`config.mk`:
```
export PLATFORM = sky130hd
export DESIGN_NAME = wiper_clean_cycle_sequencer_unit
export DESIGN_NICKNAME = d
export VERILOG_FILES = /design/src/design/wccs_pkg.sv /design/src/design/wiper_clean_cycle_sequencer_unit.sv /design/src/design/wccs_cfg.sv
export SDC_FILE = /design/constraint.sdc
export NUM_CORES = 1
export LEC_CHECK = 0
export ABC_AREA = 1
export BUFFER_PORTS_ARGS = -buffer_cell sky130_fd_sc_hd__buf_4
export CAP_MARGIN = 5
export CORE_AREA = 8 8 206 208
export CTS_CLUSTER_DIAMETER = 40
export DETAILED_ROUTE_END_ITERATION = 7
export DIE_AREA = 0 0 214 216
export GPL_TIMING_DRIVEN = 0
export PLACE_DENSITY = 0.75
export SKIP_CTS_REPAIR_TIMING = 1
export SYNTH_ARGS = -nofsm -noshare
export SYNTH_HDL_FRONTEND = slang
export SYNTH_HIERARCHICAL = 1
export SYNTH_SLANG_ARGS = --single-unit
```
`constraint.sdc`:
```
create_clock -name clk_i -period 5.1 [get_ports clk_i]
set_input_delay 1.53 -clock clk_i [delete_from_list [all_inputs] [get_ports clk_i]]
set_output_delay 1.53 -clock clk_i [all_outputs]
set_load 0.02 [all_outputs]
```
`src/design/wccs_pkg.sv`:
```
// Shared types, constants and helpers of the wiper clean cycle sequencer.
`default_nettype none
package wccs_pkg;

  typedef enum logic [2:0] {
    PH_IDLE  = 3'd0,
    PH_DOWN  = 3'd1,
    PH_PUMP  = 3'd2,
    PH_UP    = 3'd3,
    PH_TOP   = 3'd4,
    PH_REST  = 3'd5,
    PH_STALL = 3'd6
  } phase_e;

  typedef enum logic [1:0] {
    OP_POLL  = 2'd0,
    OP_START = 2'd1,
    OP_STOP  = 2'd2,
    OP_NONE  = 2'd3
  } op_e;

  typedef enum logic [2:0] {
    REG_STALL_TIMEOUT = 3'd0,
    REG_PUMP_DURATION = 3'd1,
    REG_TOP_PAUSE     = 3'd2,
    REG_SLOW_WINDOW   = 3'd3,
    REG_DEBOUNCE      = 3'd4,
    REG_DOWN_SPEED    = 3'd5,
    REG_UP_SPEED      = 3'd6,
    REG_SLOW_SPEED    = 3'd7
  } reg_e;

  localparam logic signed [1:0] DIR_UP   = 2'sb01;
  localparam logic signed [1:0] DIR_DOWN = 2'sb11;
  localparam logic signed [1:0] DIR_OFF  = 2'sb00;

  localparam logic [31:0] RST_STALL_TIMEOUT = 32'd30000;
  localparam logic [31:0] RST_PUMP_DURATION = 32'd5000;
  localparam logic [31:0] RST_TOP_PAUSE     = 32'd3000;
  localparam logic [31:0] RST_SLOW_WINDOW   = 32'd3000;
  localparam logic [7:0]  RST_DEBOUNCE      = 8'd5;
  localparam logic [7:0]  RST_DOWN_SPEED    = 8'd155;
  localparam logic [7:0]  RST_UP_SPEED      = 8'd255;
  localparam logic [7:0]  RST_SLOW_SPEED    = 8'd55;

  localparam logic [7:0]  CNT_MAX = 8'd255;

  typedef struct packed {
    logic [31:0] stall_timeout;
    logic [31:0] pump_duration;
    logic [31:0] top_pause;
    logic [31:0] slow_window;
    logic [7:0]  debounce;
    logic [7:0]  down_speed;
    logic [7:0]  up_speed;
    logic [7:0]  slow_speed;
  } cfg_t;

  typedef struct packed {
    logic [7:0] count;
    logic       latched;
    logic       accept;
  } deb_t;

  // Saturating high-poll counter with latch; accept flags a new acceptance.
  function automatic deb_t debounce(input logic level, input logic [7:0] count,
                                    input logic latched, input logic [7:0] polls);
    deb_t r;
    r.count   = count;
    r.latched = latched;
    r.accept  = 1'b0;
    if (level) begin
      if (count != CNT_MAX) r.count = count + 8'd1;
      if ((r.count >= polls) && !latched) begin
        r.latched = 1'b1;
        r.accept  = 1'b1;
      end
    end else begin
      r.count   = 8'd0;
      r.latched = 1'b0;
    end
    return r;
  endfunction

endpackage
`default_nettype wire

```
`src/design/wiper_clean_cycle_sequencer_unit.sv`:
```
// Wiper clean cycle sequencer: input register, sequencing logic, result register.
// Each item passes two register stages, the input register and the result register.
// Throughput: one item per cycle while the result is taken; the phase and debounce
// update is one 32-bit subtract and its compares per item, so back-to-back items see fresh state.
// Reset: asynchronous, active low; phase idle, motor off, counters and latches
// cleared, configuration registers back to their defaults.
`default_nettype none
module wiper_clean_cycle_sequencer_unit (
  input  wire logic        clk_i,
  input  wire logic        rst_ni,
  input  wire logic        s_axis_tvalid_i,
  output logic             s_axis_tready_o,
  input  wire logic [39:0] s_axis_tdata_i,  // now_ms[31:0], bottom_switch[32], top_switch[33]
  input  wire logic [1:0]  s_axis_tuser_i,  // op[1:0]
  output logic             m_axis_tvalid_o,
  input  wire logic        m_axis_tready_i,
  output logic [15:0]      m_axis_tdata_o,  // motor_direction[1:0], motor_speed[9:2],
                                            // phase[12:10], start_ignored[13]
  input  wire logic        cfg_valid_i,
  output logic             cfg_ready_o,
  input  wire logic [2:0]  cfg_index_i,
  input  wire logic [31:0] cfg_data_i
);

  wccs_pkg::cfg_t cfg;

  wccs_cfg u_cfg (
    .clk_i       (clk_i),
    .rst_ni      (rst_ni),
    .cfg_valid_i (cfg_valid_i),
    .cfg_ready_o (cfg_ready_o),
    .cfg_index_i (cfg_index_i),
    .cfg_data_i  (cfg_data_i),
    .cfg_o       (cfg)
  );

  // input stage
  logic           in_valid_q;
  wccs_pkg::op_e  op_q;
  logic [31:0]    now_q;
  logic           bot_q, top_q;
  logic           adv, in_acc;

  assign adv             = in_valid_q && (!m_axis_tvalid_o || m_axis_tready_i);
  assign s_axis_tready_o = !in_valid_q || adv;
  assign in_acc          = s_axis_tvalid_i && s_axis_tready_o;

  always_ff @(posedge clk_i or negedge rst_ni) begin
    if (!rst_ni) begin
      in_valid_q <= 1'b0;
    end else if (in_acc) begin
      in_valid_q <= 1'b1;
    end else if (adv) begin
      in_valid_q <= 1'b0;
    end
  end

  always_ff @(posedge clk_i) begin
    if (in_acc) begin
      op_q  <= wccs_pkg::op_e'(s_axis_tuser_i);
      now_q <= s_axis_tdata_i[31:0];
      bot_q <= s_axis_tdata_i[32];
      top_q <= s_axis_tdata_i[33];
    end
  end

  // sequencer state
  wccs_pkg::phase_e  phase_q, phase_d;
  logic [31:0]       start_q, start_d;
  logic [7:0]        bcnt_q, bcnt_d, tcnt_q, tcnt_d;
  logic              blat_q, blat_d, tlat_q, tlat_d;
  logic signed [1:0] dir_q, dir_d;
  logic [7:0]        spd_q, spd_d;
  logic              ign_d;

  logic [31:0]   elapsed;
  logic          stall_hit;
  wccs_pkg::deb_t bdeb, tdeb;

  assign elapsed   = now_q - start_q;
  assign stall_hit = elapsed > cfg.stall_timeout;
  assign bdeb      = wccs_pkg::debounce(bot_q, bcnt_q, blat_q, cfg.debounce);
  assign tdeb      = wccs_pkg::debounce(top_q, tcnt_q, tlat_q, cfg.debounce);

  // next state
  always_comb begin
    phase_d = phase_q;
    start_d = start_q;
    bcnt_d  = bcnt_q;
    tcnt_d  = tcnt_q;
    blat_d  = blat_q;
    tlat_d  = tlat_q;
    case (op_q)
      wccs_pkg::OP_POLL: begin
        case (phase_q)
          wccs_pkg::PH_DOWN: begin
            if (stall_hit) begin
              phase_d = wccs_pkg::PH_STALL;
              start_d = now_q;
            end else begin
              bcnt_d = bdeb.count;
              blat_d = bdeb.latched;
              if (bdeb.accept) begin
                phase_d = wccs_pkg::PH_PUMP;
                start_d = now_q;
              end
            end
          end
          wccs_pkg::PH_PUMP: begin
            if (elapsed >= cfg.pump_duration) begin
              phase_d = wccs_pkg::PH_UP;
              start_d = now_q;
            end
          end
          wccs_pkg::PH_UP: begin
            if (stall_hit) begin
              phase_d = wccs_pkg::PH_STALL;
              start_d = now_q;
            end else begin
              tcnt_d = tdeb.count;
              tlat_d = tdeb.latched;
              if (tdeb.accept) begin
                phase_d = wccs_pkg::PH_TOP;
                start_d = now_q;
              end
            end
          end
          wccs_pkg::PH_TOP: begin
            if (elapsed >= cfg.top_pause) begin
              phase_d = wccs_pkg::PH_REST;
              start_d = now_q;
            end
          end
          wccs_pkg::PH_REST: begin
            if (stall_hit) begin
              phase_d = wccs_pkg::PH_STALL;
              start_d = now_q;
            end else if (bdeb.accept) begin
              // back at rest: clear all debounce state
              phase_d = wccs_pkg::PH_IDLE;
              start_d = now_q;
              bcnt_d  = 8'd0;
              tcnt_d  = 8'd0;
              blat_d  = 1'b0;
              tlat_d  = 1'b0;
            end else begin
              bcnt_d = bdeb.count;
              blat_d = bdeb.latched;
            end
          end
          default: ;
        endcase
      end
      wccs_pkg::OP_START: begin
        if (phase_q == wccs_pkg::PH_IDLE) begin
          phase_d = bot_q ? wccs_pkg::PH_PUMP : wccs_pkg::PH_DOWN;
          start_d = now_q;
        end
      end
      wccs_pkg::OP_STOP: phase_d = wccs_pkg::PH_IDLE;
      default: ;
    endcase
  end

  // drive outputs
  always_comb begin
    dir_d = dir_q;
    spd_d = spd_q;
    ign_d = 1'b0;
    case (op_q)
      wccs_pkg::OP_POLL: begin
        if (phase_d != phase_q) begin
          case (phase_d)
            wccs_pkg::PH_UP: begin
              dir_d = wccs_pkg::DIR_UP;
              spd_d = cfg.up_speed;
            end
            wccs_pkg::PH_REST: begin
              dir_d = wccs_pkg::DIR_DOWN;
              spd_d = cfg.slow_speed;
            end
            default: begin
              dir_d = wccs_pkg::DIR_OFF;
              spd_d = 8'd0;
            end
          endcase
        end else if (phase_q == wccs_pkg::PH_REST) begin
          dir_d = wccs_pkg::DIR_DOWN;
          spd_d = (elapsed <= cfg.slow_window) ? cfg.slow_speed : cfg.down_speed;
        end
      end
      wccs_pkg::OP_START: begin
        if (phase_q != wccs_pkg::PH_IDLE) begin
          ign_d = 1'b1;
        end else if (phase_d == wccs_pkg::PH_DOWN) begin
          dir_d = wccs_pkg::DIR_DOWN;
          spd_d = cfg.down_speed;
        end
      end
      wccs_pkg::OP_STOP: begin
        dir_d = wccs_pkg::DIR_OFF;
        spd_d = 8'd0;
      end
      default: ;
    endcase
  end

  always_ff @(posedge clk_i or negedge rst_ni) begin
    if (!rst_ni) begin
      phase_q <= wccs_pkg::PH_IDLE;
      start_q <= 32'd0;
      bcnt_q  <= 8'd0;
      tcnt_q  <= 8'd0;
      blat_q  <= 1'b0;
      tlat_q  <= 1'b0;
      dir_q   <= wccs_pkg::DIR_OFF;
      spd_q   <= 8'd0;
    end else if (adv) begin
      phase_q <= phase_d;
      start_q <= start_d;
      bcnt_q  <= bcnt_d;
      tcnt_q  <= tcnt_d;
      blat_q  <= blat_d;
      tlat_q  <= tlat_d;
      dir_q   <= dir_d;
      spd_q   <= spd_d;
    end
  end

  // result stage
  logic        out_valid_q;
  logic [15:0] out_data_q;

  always_ff @(posedge clk_i or negedge rst_ni) begin
    if (!rst_ni) begin
      out_valid_q <= 1'b0;
    end else if (adv) begin
      out_valid_q <= 1'b1;
    end else if (m_axis_tready_i) begin
      out_valid_q <= 1'b0;
    end
  end

  always_ff @(posedge clk_i) begin
    if (adv) begin
      out_data_q <= {2'b00, ign_d, phase_d, spd_d, dir_d};
    end
  end

  assign m_axis_tvalid_o = out_valid_q;
  assign m_axis_tdata_o  = out_data_q;

endmodule
`default_nettype wire

```
`src/design/wccs_cfg.sv`:
```
// Configuration register file of the wiper clean cycle sequencer.
`default_nettype none
module wccs_cfg (
  input  wire logic                clk_i,
  input  wire logic                rst_ni,
  input  wire logic                cfg_valid_i,
  output logic                     cfg_ready_o,
  input  wire logic [2:0]          cfg_index_i,
  input  wire logic [31:0]         cfg_data_i,
  output wccs_pkg::cfg_t           cfg_o
);

  wccs_pkg::cfg_t cfg_q, cfg_d;
  wccs_pkg::reg_e idx;

  assign cfg_ready_o = 1'b1;
  assign idx         = wccs_pkg::reg_e'(cfg_index_i);
  assign cfg_o       = cfg_q;

  always_comb begin
    cfg_d = cfg_q;
    if (cfg_valid_i) begin
      case (idx)
        wccs_pkg::REG_STALL_TIMEOUT: cfg_d.stall_timeout = cfg_data_i;
        wccs_pkg::REG_PUMP_DURATION: cfg_d.pump_duration = cfg_data_i;
        wccs_pkg::REG_TOP_PAUSE:     cfg_d.top_pause     = cfg_data_i;
        wccs_pkg::REG_SLOW_WINDOW:   cfg_d.slow_window   = cfg_data_i;
        wccs_pkg::REG_DEBOUNCE:      cfg_d.debounce      = cfg_data_i[7:0];
        wccs_pkg::REG_DOWN_SPEED:    cfg_d.down_speed    = cfg_data_i[7:0];
        wccs_pkg::REG_UP_SPEED:      cfg_d.up_speed      = cfg_data_i[7:0];
        wccs_pkg::REG_SLOW_SPEED:    cfg_d.slow_speed    = cfg_data_i[7:0];
        default: ;
      endcase
    end
  end

  always_ff @(posedge clk_i or negedge rst_ni) begin
    if (!rst_ni) begin
      cfg_q.stall_timeout <= wccs_pkg::RST_STALL_TIMEOUT;
      cfg_q.pump_duration <= wccs_pkg::RST_PUMP_DURATION;
      cfg_q.top_pause     <= wccs_pkg::RST_TOP_PAUSE;
      cfg_q.slow_window   <= wccs_pkg::RST_SLOW_WINDOW;
      cfg_q.debounce      <= wccs_pkg::RST_DEBOUNCE;
      cfg_q.down_speed    <= wccs_pkg::RST_DOWN_SPEED;
      cfg_q.up_speed      <= wccs_pkg::RST_UP_SPEED;
      cfg_q.slow_speed    <= wccs_pkg::RST_SLOW_SPEED;
    end else begin
      cfg_q <= cfg_d;
    end
  end

endmodule
`default_nettype wire
```
# Yosys cells after proc, flatten, opt, wreduce, memory -nomap -nowiden
# Index checks and enable logic that the tools add are counted.
[word_totals]
input_bits = 82
register_bits = 275
output_inout_bits = 19
[op_classes]
magnitude_cmp = 6
eq_ne = 31
n_reduce_logical = 32
n_addsub = 3
mux = 65
[ops]
columns = ["operator", "n"]
rows = [
  ["two-way mux 32 bit", 7],
  ["one-hot mux 32 bit (4 select lines)", 1],
  ["two-way mux 8 bit", 15],
  ["greater-or-equal comparator 32 bit", 2],
  ["one-hot mux 32 bit (2 select lines)", 1],
  ["one-hot mux 8 bit (2 select lines)", 3],
  ["greater-than comparator 32 bit", 1],
  ["<= comparator 32 bit", 1],
  ["subtractor 32 bit", 1],
  ["two-way mux 3 bit", 9],
  ["one-hot mux 8 bit (3 select lines)", 1],
  ["== test 3 bit (second input constant)", 7],
  ["two-way mux 9 bit", 2],
  ["adder 8 x 1 -> 8 bit (second input constant)", 2],
  ["greater-or-equal comparator 8 bit", 2],
  ["!= test 8 bit (second input constant)", 2],
  ["AND reduction 2 bit", 8],
  ["== test 3 x 2 -> 1 bit (second input constant)", 5],
  ["one-hot mux 3 bit (5 select lines)", 1],
  ["two-way mux 2 bit", 7],
  ["two-way mux 1 bit", 13],
  ["!= test 2 bit (second input constant)", 5],
  ["nonzero test 2 bit", 5],
  ["== test 3 x 1 -> 1 bit (second input constant)", 3],
  ["other kinds (21)", 33],
]

# Longest topological paths before layout
[logic_depth]
word_depth = 15
ltp_mapped = 45
depth_no_buf = 45

# Cells and area by module
# Netlist, hierarchy kept.
[by_module_without_submodules]
columns = ["mod", "n_inst", "cells_each", "area_each_um2"]
rows = [
  ["wiper_clean_cycle_sequencer_unit", 1, 1477, 10988.0],
  ["wccs_cfg", 1, 713, 6378.6],
]

# Worst setup path before layout
# Ideal clock, no wire load.
[synth_path]
path_kind = "reg2reg"
from = "register now_q[0]"
to = "register out_data_q[1], in the netlist m_axis_tdata_o[1], data pin"
required_ns = 4.839
setup_slack_ns = 0.250
stages_incl_launch_ff = 40
setup_ns = 0.261
period_less_slack_ns = 4.850
arrival_ns = 4.589
path_cell_list = "edfxtp_1 > inv_1 > ha_1 > inv_1 > fa_1 > nand3_1 > nand3_1 > nand2_1 > nand2_1 > a21boi_0 > o21ai_1 > a21boi_1 > o21ai_2 > a21boi_2 > o21ai_1 > nand2_1 > nand2_1 > nand2_1 > [... 4 more ...] > nand2_1 > nor2_1 > nand2_2 > nor3b_2 > nand4_1 > nand2_2 > nand2_2 > nand2_2 > nand2_2 > nand2_4 > nand2_4 > nand2_4 > nand2_4 > nor2_8 > nand2_4 > buf_8 > nor2_2 > o21ai_2"
[synth_via]
elab_chain_cells = 9
word_cells_on_any_way = 20
[synth_lines]
columns = ["item", "line_no", "source"]
rows = [
  ["start, declared", "wiper_clean_cycle_sequencer_unit.sv:40", "logic [31:0] now_q;"],
  ["start signal, assigned", "wiper_clean_cycle_sequencer_unit.sv:61", "now_q <= s_axis_tdata_i[31:0];"],
  ["subtractor 32 bit *", "wiper_clean_cycle_sequencer_unit.sv:80", "assign elapsed = now_q - start_q;"],
  ["greater-than comparator 32 bit (tied with other cells)", "wiper_clean_cycle_sequencer_unit.sv:81", "assign stall_hit = elapsed > cfg.stall_timeout;"],
  ["two-way mux 3 bit, on equally long branches", "--", ""],
  ["one-hot mux 3 bit (5 select lines) *", "wiper_clean_cycle_sequencer_unit.sv:95", "case (phase_q)"],
  ["one-hot mux 3 bit (3 select lines) *", "wiper_clean_cycle_sequencer_unit.sv:93", "case (op_q)"],
  ["net phase_d[1]", "wiper_clean_cycle_sequencer_unit.sv:68", "wccs_pkg::phase_e phase_q, phase_d;"],
  ["== test 3 bit (tied with other cells)", "wiper_clean_cycle_sequencer_unit.sv:173", "case (phase_d)"],
  ["one-hot mux 2 bit (2 select lines) / two-way mux 2 bit (equally long branches)", "wiper_clean_cycle_sequencer_unit.sv:173, wiper_clean_cycle_sequencer_unit.sv:195", ""],
  ["two-way mux 2 bit, on equally long branches", "wiper_clean_cycle_sequencer_unit.sv:172, wiper_clean_cycle_sequencer_unit.sv:193", ""],
  ["one-hot mux 2 bit (3 select lines) *", "wiper_clean_cycle_sequencer_unit.sv:170", "case (op_q)"],
  ["net dir_d[1]", "wiper_clean_cycle_sequencer_unit.sv:72", "logic signed [1:0] dir_q, dir_d;"],
  ["end signal, assigned", "wiper_clean_cycle_sequencer_unit.sv:246", "out_data_q <= {2'b00, ign_d, phase_d, spd_d, dir_d};"],
  ["end, declared", "wiper_clean_cycle_sequencer_unit.sv:232", "logic [15:0] out_data_q;"],
]
# Mark *: on every way through the listed nets, which the timed path passes. The rest lies on a longest branch.
# A chain may end at the register's enable or synchronous reset.

# Worst setup path in the final report
[layout_path]
from = "register now_q[0]"
to = "register out_data_q[2], in the netlist m_axis_tdata_o[2], data pin"
[layout_via]
elab_chain_cells = 9
word_cells_on_any_way = 23
[layout_lines]
columns = ["item", "line_no", "source"]
rows = [
  ["subtractor 32 bit *", "wiper_clean_cycle_sequencer_unit.sv:80", ""],
  ["greater-than comparator 32 bit (tied with other cells)", "wiper_clean_cycle_sequencer_unit.sv:81", ""],
  ["two-way mux 3 bit, on equally long branches", "--", ""],
  ["one-hot mux 3 bit (5 select lines)", "wiper_clean_cycle_sequencer_unit.sv:95", ""],
  ["one-hot mux 3 bit (3 select lines)", "wiper_clean_cycle_sequencer_unit.sv:93", ""],
  ["== test 3 bit (tied with other cells)", "wiper_clean_cycle_sequencer_unit.sv:173", ""],
  ["one-hot mux 8 bit (2 select lines) / two-way mux 8 bit (equally long branches)", "wiper_clean_cycle_sequencer_unit.sv:173, wiper_clean_cycle_sequencer_unit.sv:195", ""],
  ["two-way mux 8 bit, on equally long branches", "wiper_clean_cycle_sequencer_unit.sv:172, wiper_clean_cycle_sequencer_unit.sv:193", ""],
  ["one-hot mux 8 bit (3 select lines) *", "wiper_clean_cycle_sequencer_unit.sv:170", ""],
  ["net spd_d[0]", "wiper_clean_cycle_sequencer_unit.sv:73", "logic [7:0] spd_q, spd_d;"],
]
# Marked as above.

==> results.json <==
{
  "status": "complete, but fails checks",
  "violations": "negative setup slack",
  "slowest_stage": "edfxtp_1",
  "peakVddDrop_mv": 0.3978,
  "initial_core_util_pct": 44.32,
  "p_per_area_nw_per_um2": 666.5,
  "synth_warnings": 6,
  "r2r_end": "m_axis_tdata_o[2]$_DFFE_PP_",
  "finalClockSkew_ns": 0.03291,
  "p_int_mw": 7.680,
  "firstDrtPassIters": 5,
  "grt_pass1_wl_mm": 75.01,
  "relSlewSlack_pct": 43.42,
  "finish.utilization_pct": 54.30,
  "place_inst": 2801,
  "detail_route.iter0.violations": 949,
  "period_share_pct": 107.2,
  "vias": 15260,
  "maxCapViolCount": 0,
  "dp.final_hpwl_mm": 34.79,
  "hp-start": "u_cfg/cfg_o[136]$_DFFE_PN1P_",
  "drc": 0,
  "fmax_ghz": 0.1828,
  "maxSlewViolCount": 0,
  "worst_slew_pin_slew_ns": 0.8474,
  "layout_common_cells": "nand2_1, inv_1, dfrtp_1",
  "port_buffers": 83,
  "grt_pass1_vias": 14760,
  "finalSetupViolCount": 52,
  "fin_area_um2": 21280,
  "clockRootBuffer": "clkbuf_16",
  "fin_nets": 2615,
  "syn_area_per_cell_um2": 7.930,
  "min_path_type": "reg -> reg",
  "crit_path_max_fanout": 5,
  "final_common_cell": "nand2_1",
  "synth_edf_count": 50,
  "leakage_nw": 10.89,
  "layout_min_cycle_time_ns": 5.469,
  "antenna_cells": 0,
  "grt.total_usage_pct": 19.65,
  "cts_tree": "done",
  "core_area_um2": 39180,
  "antenna_found_initial": 0,
  "io_pins": 101,
  "startpoint_type": "flop",
  "cpPeakStageDelay_ns": 0.44,
  "synth-seq-cells": 275,
  "grt_overflow": 0,
  "p_sw_share_pct": 45.84,
  "worstPathRequired_ns": 5.36,
  "p_clk_share_pct": 20.0,
  "reg2regPathDepth": 39,
  "clockBufferDepth": 3,
  "num_rows": 73,
  "setup_tns_ns": -12.28,
  "cts.sink_count": 275,
  "htree_levels": 2,
  "cts.clk_slew.worst_paths_ns": 0.06,
  "hold_slack_ns": 0.4627,
  "wl_per_cell_um": 16.54,
  "cpMostUsedCell": "nand2_2",
  "finalHoldViolations": 0,
  "final_cells": 2913,
  "grt_max_degree": 115,
  "syn_inst": 2190,
  "worst_slack_ns": -0.3693,
  "switching_power_mw": 6.501,
  "die_y_um": 216,
  "ys_seq_area_share_pct": 41.40,
  "place_congestion": 0.9020,
  "dpl_cell_area_um2": 18710,
  "ant_nets": 0,
  "clock_latency_ns": 0.55,
  "worstSetupEndpointType": "flop",
  "dieArea_um2": 46220,
  "worst-setup-path-type": "reg -> reg",
  "grt_setup_unrepaired": "true",
  "seq_power_share_pct": 21.8,
  "wl_mm": 48.18,
  "holdPathEnd": "u_cfg/cfg_o[136]$_DFFE_PN1P_",
  "async_flop_share_pct": 81.82,
  "via_per_inst": 5.239,
  "whs_path_depth": 2,
  "drive_above_1_share_pct": 21.19,
  "ys_types": 55,
  "r2r-start": "now_q[0]$_DFFE_PP_",
  "die_w_um": 214,
  "syn_to_final_growth_pct": 22.51,
  "syn_area_um2": 17370,
  "cp_data_arrival_time_ns": 5.73,
  "rrSetupSlack_ns": -0.37,
  "cts_buffers": 42,
  "synthFlopType": "dfrtp_1",
  "power_frac_comb_pct": 58.2
}
-- metal layers --
metal / vias to the layer above / track usage [%] / wire (um)
met2: 485 / 33.81 / 23750
met3: 143 / 2.713 / 2748
met1: 7240 / 24.59 / 19820
met4: 0 / 8.122 / 1866
li1: 7393 / - / -
met5: - / 0 / 0
-- power by group through the flow --
stage	clock network (mW)	registers, mW	logic [mW]
floorplan	0	3.08	5.20
detailed placement	0	3.11	7.08
global route	2.98	3.15	9.29
global placement	0	3.09	6.81
CTS	2.88	3.08	7.16
finish	2.83	3.10	8.25
-- synth_stat cells (all sizes together) (17+ instances only) --
| cell type | count | area (um2) |
|---|---|---|
| dfstp | 46 | 1209 |
| nand2 | 714 | 2788 |
| buf | 56 | 332.8 |
| edfxtp | 50 | 1501 |
| nor3 | 17 | 101.4 |
| nor2 | 114 | 499.2 |
| xor2 | 32 | 280.3 |
| o21ai | 76 | 399.1 |
| dfrtp | 179 | 4479 |
| ha | 177 | 2215 |
| nand3 | 195 | 1031 |
| a21oi | 141 | 713.2 |
| inv | 291 | 1092 |
-- sequential cells by signal (all words and copies together) (netlist names) --
signal,flops
start_q,32
in_valid_q,1
top_q,1
phase_q,3
now_q,32
tlat_q,1
m_axis_tvalid_o,1
dir_q,2
bcnt_q,8
m_axis_tdata_o,14
op_q,2
u_cfg/cfg_o,160
tcnt_q,8
bot_q,1
spd_q,8
blat_q,1
-- kinds of logic (layout without fill, tap and decap cells) --
family | count (synthesis) | after routing | synth area share [%]
flip-flops | 275 | 275 | 41.40
adder cells (fa/ha/maj) | 178 | 178 | 12.87
other | 2 | 3 | 0.04324
AO/OA/AOI/OAI | 261 | 261 | 8.357
multiplexers | 1 | 1 | 0.06484
XOR/XNOR | 39 | 39 | 1.967
buffers and inverters | 361 | 557 | 8.509
AND/OR/NAND/NOR | 1073 | 1074 | 26.79
-- critical path, delay by kind of cell, from the launching register on --
kind | cells | cell delay, ns
compound gates | 7 | 0.97
fa+ha+maj | 3 | 0.78
buf+inv | 4 | 0.36
simple gates | 25 | 2.61
flops | 1 | 0.44
-- how the worst max path moves through the flow --
stage	slack, ns	endpoint	start
4_1_cts	-1.03	start_q[27]$_DFFE_PN0P_	now_q[0]$_DFFE_PP_
5_1_grt	-0.68	spd_q[0]$_DFFE_PN0P_	now_q[0]$_DFFE_PP_
3_3_place_gp	-0.95	start_q[26]$_DFFE_PN0P_	now_q[0]$_DFFE_PP_
6_report	-0.37	m_axis_tdata_o[2]$_DFFE_PP_	now_q[0]$_DFFE_PP_
3_5_place_dp	-0.99	start_q[27]$_DFFE_PN0P_	now_q[0]$_DFFE_PP_
2_1_floorplan	0.25	m_axis_tdata_o[1]$_DFFE_PP_	now_q[0]$_DFFE_PP_
-- through the flow --
| stage | total power [mW] | setup WS [ns] |
|---|---|---|
| finish | 14.18 | -0.3693 |
| global route | 15.43 | -0.6762 |
| CTS | 13.13 | -1.030 |
| detailed placement | 10.20 | -0.9935 |
| global placement | 9.905 | -0.9516 |
| floorplan | 8.283 | 0.2500 |
-- final cells by class --
cell class,instances,area (um2)
fill,3540,17910
multi-input combinational,1556,9408
sequential,275,7189
clock buffer,53,1185
inverter,291,1095
timing repair buffer,119,1037
tap,525,656.9
buffer,70,494.2
clock inverter,24,211.5
Note: power is estimated with default switching activity, not from simulation.
